[config.mk]
export PLATFORM = sky130hd
export DESIGN_NAME = sbc_ctrl
export DESIGN_NICKNAME = d
export VERILOG_FILES = /design/src/rtl/sbc_pkg.sv /design/src/rtl/sbc_ctrl.sv
export SDC_FILE = /design/constraint.sdc
export NUM_CORES = 1
export LEC_CHECK = 0
export BUFFER_PORTS_ARGS = -buffer_cell sky130_fd_sc_hd__buf_4
export CAP_MARGIN = 20
export CORE_AREA = 2 2 39 41
export DETAILED_ROUTE_END_ITERATION = 7
export DIE_AREA = 0 0 41 43
export GPL_ROUTABILITY_DRIVEN = 0
export PLACE_DENSITY = 0.3
export SYNTH_ARGS = -nofsm -noshare
export SYNTH_HDL_FRONTEND = slang
export SYNTH_SLANG_ARGS = --single-unit
[constraint.sdc]
create_clock -name clk -period 1.06 [get_ports clk]
set_clock_uncertainty 0.15 [all_clocks]
set_input_delay 0.053 -clock clk [delete_from_list [all_inputs] [get_ports clk]]
set_output_delay 0.053 -clock clk [all_outputs]
set_load 0.01 [all_outputs]
[src/rtl/sbc_pkg.sv]
// ----------------------------------------------------------------------------
// sbc_pkg: shared types and constants of the slab buffer cache allocator
// Sizes of the slab pool, field widths, operation and status codes and the
// payload structs of the request and response channels.
// ----------------------------------------------------------------------------
package sbc_pkg;

	localparam int NUM_SLABS        = 16;
	localparam int FRAMES_PER_SLAB  = 64;
	localparam int FRAME_BYTES_LOG2 = 12;

	localparam int MODE_W  = 2;
	localparam int REQ_W   = 8;
	localparam int ADDR_W  = 22;
	localparam int GRANT_W = 7;
	localparam int STAT_W  = 2;

	// frame number width and store geometry (two spare slabs beyond the pool)
	localparam int FNUM_W     = ADDR_W - FRAME_BYTES_LOG2;
	localparam int NUM_ROWS   = NUM_SLABS + 2;
	localparam int STORE_SIZE = NUM_ROWS * FRAMES_PER_SLAB;
	localparam int STORE_AW   = $clog2(STORE_SIZE);
	localparam int SLAB_W     = $clog2(NUM_ROWS);
	localparam int SLOT_W     = (FRAMES_PER_SLAB > 1) ? $clog2(FRAMES_PER_SLAB) : 1;
	localparam int CNT_W      = $clog2(FRAMES_PER_SLAB + 1);
	localparam int STK_W      = $clog2(NUM_SLABS + 1);
	localparam int STK_IDX_W  = (NUM_SLABS > 1) ? $clog2(NUM_SLABS) : 1;

	typedef enum logic [MODE_W-1:0] {
		MODE_CHECK   = 2'd0,
		MODE_CONSUME = 2'd1,
		MODE_PRODUCE = 2'd2
	} mode_t;

	typedef enum logic [STAT_W-1:0] {
		STAT_OK       = 2'd0,
		STAT_EMPTY    = 2'd1,
		STAT_OVERFLOW = 2'd2
	} status_t;

	typedef struct packed {
		logic [MODE_W-1:0] mode;
		logic [REQ_W-1:0]  request_count;
		logic [ADDR_W-1:0] frame_address;
	} req_item_t;

	typedef struct packed {
		logic [GRANT_W-1:0] granted_count;
		logic [ADDR_W-1:0]  out_address;
		logic [STAT_W-1:0]  status;
	} rsp_item_t;

	// controller commands to the datapath
	typedef struct packed {
		logic accept;
		logic exec;
	} dp_cmd_t;

endpackage

[src/rtl/sbc_ctrl.sv]
// ----------------------------------------------------------------------------
// sbc_ctrl: sequencing controller
// Accepts a request, runs it once the response register is free, and owns
// the response valid flag.
// ----------------------------------------------------------------------------
module sbc_ctrl (
	input  logic              clk,
	input  logic              arst_n,
	input  logic              req_valid,
	output logic              req_ready,
	output logic              rsp_valid,
	input  logic              rsp_ready,
	output sbc_pkg::dp_cmd_t  cmd
);

	typedef enum logic [1:0] {
		ST_IDLE = 2'b01,
		ST_EXEC = 2'b10
	} state_t;

	state_t state_q;
	state_t state_n;
	logic   out_valid_q;

	always_comb begin
		req_ready  = (state_q == ST_IDLE);
		cmd.accept = req_ready && req_valid;
		cmd.exec   = (state_q == ST_EXEC) && (!out_valid_q || rsp_ready);
		state_n    = state_q;
		case (state_q)
			ST_IDLE: begin
				if (cmd.accept) state_n = ST_EXEC;
			end
			ST_EXEC: begin
				if (cmd.exec) state_n = ST_IDLE;
			end
			default: state_n = ST_IDLE;
		endcase
	end

	always_ff @(posedge clk or negedge arst_n) begin
		if (!arst_n) begin
			state_q     <= ST_IDLE;
			out_valid_q <= 1'b0;
		end else begin
			state_q <= state_n;
			if (cmd.exec) out_valid_q <= 1'b1;
			else if (rsp_ready) out_valid_q <= 1'b0;
		end
	end

	assign rsp_valid = out_valid_q;

endmodule

==> results of run 1 <==
## cells by family (layout without fill, tap and decap cells)
group           after synthesis  count (layout)  share of synthesized area, %
buf+inv                       0              16                             0
compound gates                2               2                          12.5
simple gates                  6               6                          28.8
flops                         3               3                          58.7
## state kept, by name (all words and copies together), names as in the netlist
signal and flops:
state_q 2, rsp_valid 1
## routing by layer
metal  track usage [%]  vias up  part of all wire, %
met5                 0        -                    0
met4              4.00        0                    0
met3              7.85        0                   11
met2              5.63       10                   35
met1              9.42       67                   54
li1                  -       68                    -
## power breakdown
part | switching, mW | internal (mW)
combinational | 0.0415 | 0.0727
clock | 0.0631 | 0.141
sequential | 0.0120 | 0.133
## final cells by class
class | instances | area, um^2 | share of cell area (%)
tap | 16 | 20.0 | 6.78
sequential | 3 | 76.3 | 25.8
clock buffer | 4 | 26.3 | 8.90
timing repair buffer | 12 | 105 | 35.6
multi-input combinational | 8 | 67.6 | 22.9
## per-stage QoR
step / total power [mW] / instance area (um^2) / hold slack, ns
after floorplan: 0.181 / 133 / -0.393
after global placement: 0.226 / 205 / -0.306
after detailed placement: 0.225 / 205 / -0.305
after CTS: 0.464 / 284 / 0.00627
after global routing: 0.500 / 295 / 0.0363
final: 0.463 / 295 / 0.0132
## worst max-delay path, delay by kind of cell, from the launching register on
family                 cells  cell delay (ns)
and+or+nand+nor            1             0.21
buffers and inverters      1             0.10
DFF                        1             0.53
## cell usage in the layout (no fill, tap or decap), drive strengths merged
cell / netlist / final
buf: 0 / 9
clkbuf: 0 / 4
dlygate4sd3: 0 / 3
dfrtp: 2 / 2
nand2b: 2 / 2
nor2b: 2 / 2
and3b: 1 / 1
o21bai: 1 / 1
a2bb2oi: 1 / 1
nand2: 1 / 1
dfstp: 1 / 1
## worst min-delay path by stage
stage                   start                     to  depth (start not counted)
floorplan              arst_n  rsp_valid$_DFFE_PN0P_                          0
global route        rsp_ready  rsp_valid$_DFFE_PN0P_                          3
global placement       arst_n  rsp_valid$_DFFE_PN0P_                          1
CTS                 rsp_ready  rsp_valid$_DFFE_PN0P_                          3
finish              rsp_ready  rsp_valid$_DFFE_PN0P_                          3
detailed placement     arst_n  rsp_valid$_DFFE_PN0P_                          1
## timing repair
| item | in CTS | in global routing |
|---|---|---|
| endpoints found under the setup margin | 4 | 6 |
| hold buffers | 3 | 0 |
| pin swaps | 0 | 1 |
| gates resized for setup | 1 | 4 |
| endpoints found under the hold margin | 4 | 0 |
| buffers inserted | 2 | 0 |
==> metrics.cfg, run 1 <==
[setup_path]
cp-start-kind = flop
worstPathRequired_ns = 0.86
timing.rr.end = state_q[1]$_DFFE_PN0P_
worst_path_max_delay_cell = dfstp_2
cp-endpoint = cmd[1]
critPathArrivalTime_ns = 1.07
crit_fanout = 3
cp-startpoint = state_q[0]$_DFFE_PN1P_
rr_startpoint = state_q[1]$_DFFE_PN0P_
ff2ff_path_depth = 3
critPathMaxStageDelay_ns = 0.53
crit_type = reg2out
rrSetupSlack_ns = -0.12
endpoint_kind = primary output
worstPathCellList = and3b_2 > buf_6

[min_path]
hold_path.class = in2reg

[die]
die_y_um = 43
dieArea_mm2 = 0.00176
die_x_um = 41
ioPinCount = 8
num_rows = 14
start_util_pct = 9.40
core-area_mm2 = 0.00138

[timing]
hold_violations = 0
worst_pin_slew_ns = 0.161
rsz0062_at_grt = true
drv_slew = 0
fin_ws_ns = -0.215
period_minus_slack_ns = 1.28
setup_viol_count_final = 6
setup_tns_ns = -0.834
fmax_mhz = 784
relSlewSlack_pct = 89.3
fin_crit_sh_pct = 120

[synthesis]
syn_nets = 15
synth_largest_area_cell = dfrtp_1
synth_common_cells = dfrtp_1 (2), nand2b_1 (2), nor2b_1 (2)
synth.avg_cell_area_um2 = 11.8
synth.top_cell.area_share_pct = 38.5
synth_ff_type = dfrtp_1
synth_seq_area_share_pct = 58.7
synth_warnings = 0
yosys_register_bits = 3
syn-cell-area_um2 = 130
syn_inst = 11
synth-edff-count = 0
synthDistinctLibCells = 8
ys_async_sr_fraction_pct = 100
synth_area_leaders = dfrtp_1 (38%), dfstp_2 (20%), nand2b_1 (9.6%)

[power_and_ir_drop]
ir_drop_mv = 0.657
leakagePower_nw = 0.144
p_per_area_mw_per_mm2 = 1570

[clocking]
clkLatencyLatePin_ns = 0.24
cts_sinks = 3
htreeDepth = 1
clockBufferDepth = 2
root_buffer = clkbuf_4
cts_made_buffers = 3
path_clk_slew_ns = 0.04
cts_tree = yes

[run]
max_cap_viol_count = 0

[global_routing]
grt_pass1_wl_um = 703
gr-usage-all-layers_pct = 6.85
grt_start_max_net_pins = 5
gr-total-overflow = 0
grt_pass1_vias = 159
antenna_found_initial = 0

[routing]
drt-initial-drc-count = 2
wl_um = 391
vias = 145
viasPerCell = 3.37
wl_per_cell_um = 9.09
final_antenna_net_count = 0
firstDrtPassIters = 2
drc = 0

[final_layout]
final_core_util_pct = 21.3
nets = 32
antenna_cells = 0
final_layout_size_suffix_gt1_share_pct = 63.0
nFillCells = 164
fin_cells = 43
area_growth_syn_to_layout_pct = 127

[place]
port_buffers = 7
placed_cells = 34
post-place-ws_ns = -0.0336

[run_status]
violations = negative setup slack
status = complete, but fails checks

(Power assumes the default switching activity.)
==> run 2, diff against run 1 <==
==> constraint.sdc (replaced) <==
create_clock -name clk -period 1.25 [get_ports clk]
set_clock_uncertainty 0.15 [all_clocks]
set_input_delay 0.0625 -clock clk [delete_from_list [all_inputs] [get_ports clk]]
set_output_delay 0.0625 -clock clk [all_outputs]
set_load 0.01 [all_outputs]
==> metrics.cfg, run 2 (synthesis gave the netlist of run 1 again) <==
[final_layout]
top_register = state_q
final_core_util_pct = 21.2
final_common_cell = buf_4
area_growth_syn_to_layout_pct = 125
nFillCells = 145
final_layout_size_suffix_gt1_share_pct = 55.6
antenna_cells = 0
largest_register_ffs = 2
layout_common_cells = buf_4 (8), clkbuf_4 (3), dlygate4sd3_1 (3)
nets = 32

[die]
ioPinCount = 8
die_y_um = 43
core-area_mm2 = 0.00138
start_util_pct = 9.40
die_x_um = 41
num_rows = 14
dieArea_mm2 = 0.00176

[global_routing]
gr-total-overflow = 0
grt_pass1_wl_um = 572
antenna_found_initial = 0
grt_pass1_vias = 151
grt_start_max_net_pins = 5
gr-usage-all-layers_pct = 5.65

[power_and_ir_drop]
p_int_uw = 296
power_frac_clock_pct = 43.6
seqPwrFrac_pct = 31.6
p_sw_share_pct = 24.7
p_comb_share_pct = 24.8
leakagePower_nw = 0.149
power_switching_uw = 96.9
p_per_area_mw_per_mm2 = 1340
ir_drop_mv = 0.344

[timing]
fin_ws_ns = -0.0340
worst_pin_slew_ns = 0.194
period_minus_slack_ns = 1.28
hold_violations = 0
drv_slew = 0
setup_viol_count_final = 2
fin_crit_sh_pct = 103
rsz0062_at_grt = true
fmax_mhz = 779
relSlewSlack_pct = 87.1

[place]
detailedPlacementHpwl_um = 214
port_buffers = 7
post-place-ws_ns = 0.159

[setup_path]
critPathMaxStageDelay_ns = 0.53
crit_type = reg2out
worst_path_max_delay_cell = dfstp_2
crit_fanout = 3
endpoint_kind = primary output
crit_family = flip-flops
crit_buf_inv = 1
worstPathRequired_ns = 1.04
worstPathCellList = and3b_1 > buf_4
critPathArrivalTime_ns = 1.07
cp-start-kind = flop

[routing]
met2_length_um = 137
wl_per_cell_um = 8.12
final_antenna_net_count = 0
wl_met3_um = 50
wl_um = 349
drt-initial-drc-count = 2
vias = 139
viasPerCell = 3.23
drc = 0
wl_met1_um = 161
firstDrtPassIters = 2
routed.top_layer = met3

[run_status]
violations = negative setup slack
status = complete, but fails checks

[clocking]
htreeDepth = 1
path_clk_slew_ns = 0.04
clkLatencyLatePin_ns = 0.23
root_buffer = clkbuf_4
cts_made_buffers = 3
cts_sinks = 3
clockBufferDepth = 2
cts_tree = yes

[min_path]
hold_path.class = in2reg

[run]
max_cap_viol_count = 0

## run 2: power by group through the flow
stage                     clock network (mW)  logic [mW]  registers [mW]
after floorplan                            0      0.0306           0.121
after global placement                     0      0.0683           0.120
after detailed placement                   0      0.0683           0.120
after CTS                              0.183      0.0889           0.122
after global routing                   0.193       0.107           0.125
final                                  0.171      0.0974           0.124
## run 2: path summary, 6_finish.rpt
| path | slack (ns) | endpoint | start | cells after the start |
|---|---|---|---|---|
| setup / recovery | -0.03 | cmd[1] | state_q[0]$_DFFE_PN1P_ | 2 |
| hold / removal | 0.02 | rsp_valid$_DFFE_PN0P_ | rsp_ready | 3 |
| setup reg to reg | 0.05 | state_q[1]$_DFFE_PN0P_ | state_q[1]$_DFFE_PN0P_ | 3 |
| hold reg to reg | 0.42 | rsp_valid$_DFFE_PN0P_ | rsp_valid$_DFFE_PN0P_ | 2 |
| max in group asynchronous | 0.27 | state_q[1]$_DFFE_PN0P_ | arst_n | 3 |
| min in group asynchronous | 0.15 | state_q[0]$_DFFE_PN1P_ | arst_n | 2 |
## run 2: worst min-delay path, cell delays in order
cell      delay [ns]
buf_4           0.07
nand2b_1        0.14
nand2_1         0.07
## run 2: final cells by class
class                           count  area [um^2]  area share (%)
Sequential cell                     3         76.3            26.1
Multi-Input combinational cell      8         68.8            23.5
Clock buffer                        4         26.3            8.97
Tap cell                           16         20.0            6.84
Timing Repair Buffer               12          101            34.6
## run 2: routing by layer
| layer | global-route usage [%] | vias to the layer above |
|---|---|---|
| li1 | - | 69 |
| met5 | 0 | - |
| met1 | 5.86 | 62 |
| met3 | 4.71 | 0 |
| met2 | 6.25 | 8 |
| met4 | 6.00 | 0 |
## run 2: what timing repair did
item	4_1_cts	5_1_grt
hold buffers	3	0
endpoints found under the hold margin	4	0
pin swaps	0	0
setup endpoints to repair	3	3
resized for setup	2	2
buffers inserted	2	0
## run 2: metrics by stage
stage | power (mW) | area, um^2 | TNS (ns) | std cells | hold WS [ns]
3_5_place_dp | 0.188 | 203 | 0 | 34 | -0.295
2_1_floorplan | 0.151 | 130 | 0 | 11 | -0.383
6_report | 0.393 | 293 | -0.0520 | 43 | 0.0157
3_3_place_gp | 0.188 | 203 | 0 | 34 | -0.298
4_1_cts | 0.394 | 284 | -0.0474 | 43 | 0.00557
5_1_grt | 0.425 | 293 | -0.162 | 43 | 0.0342
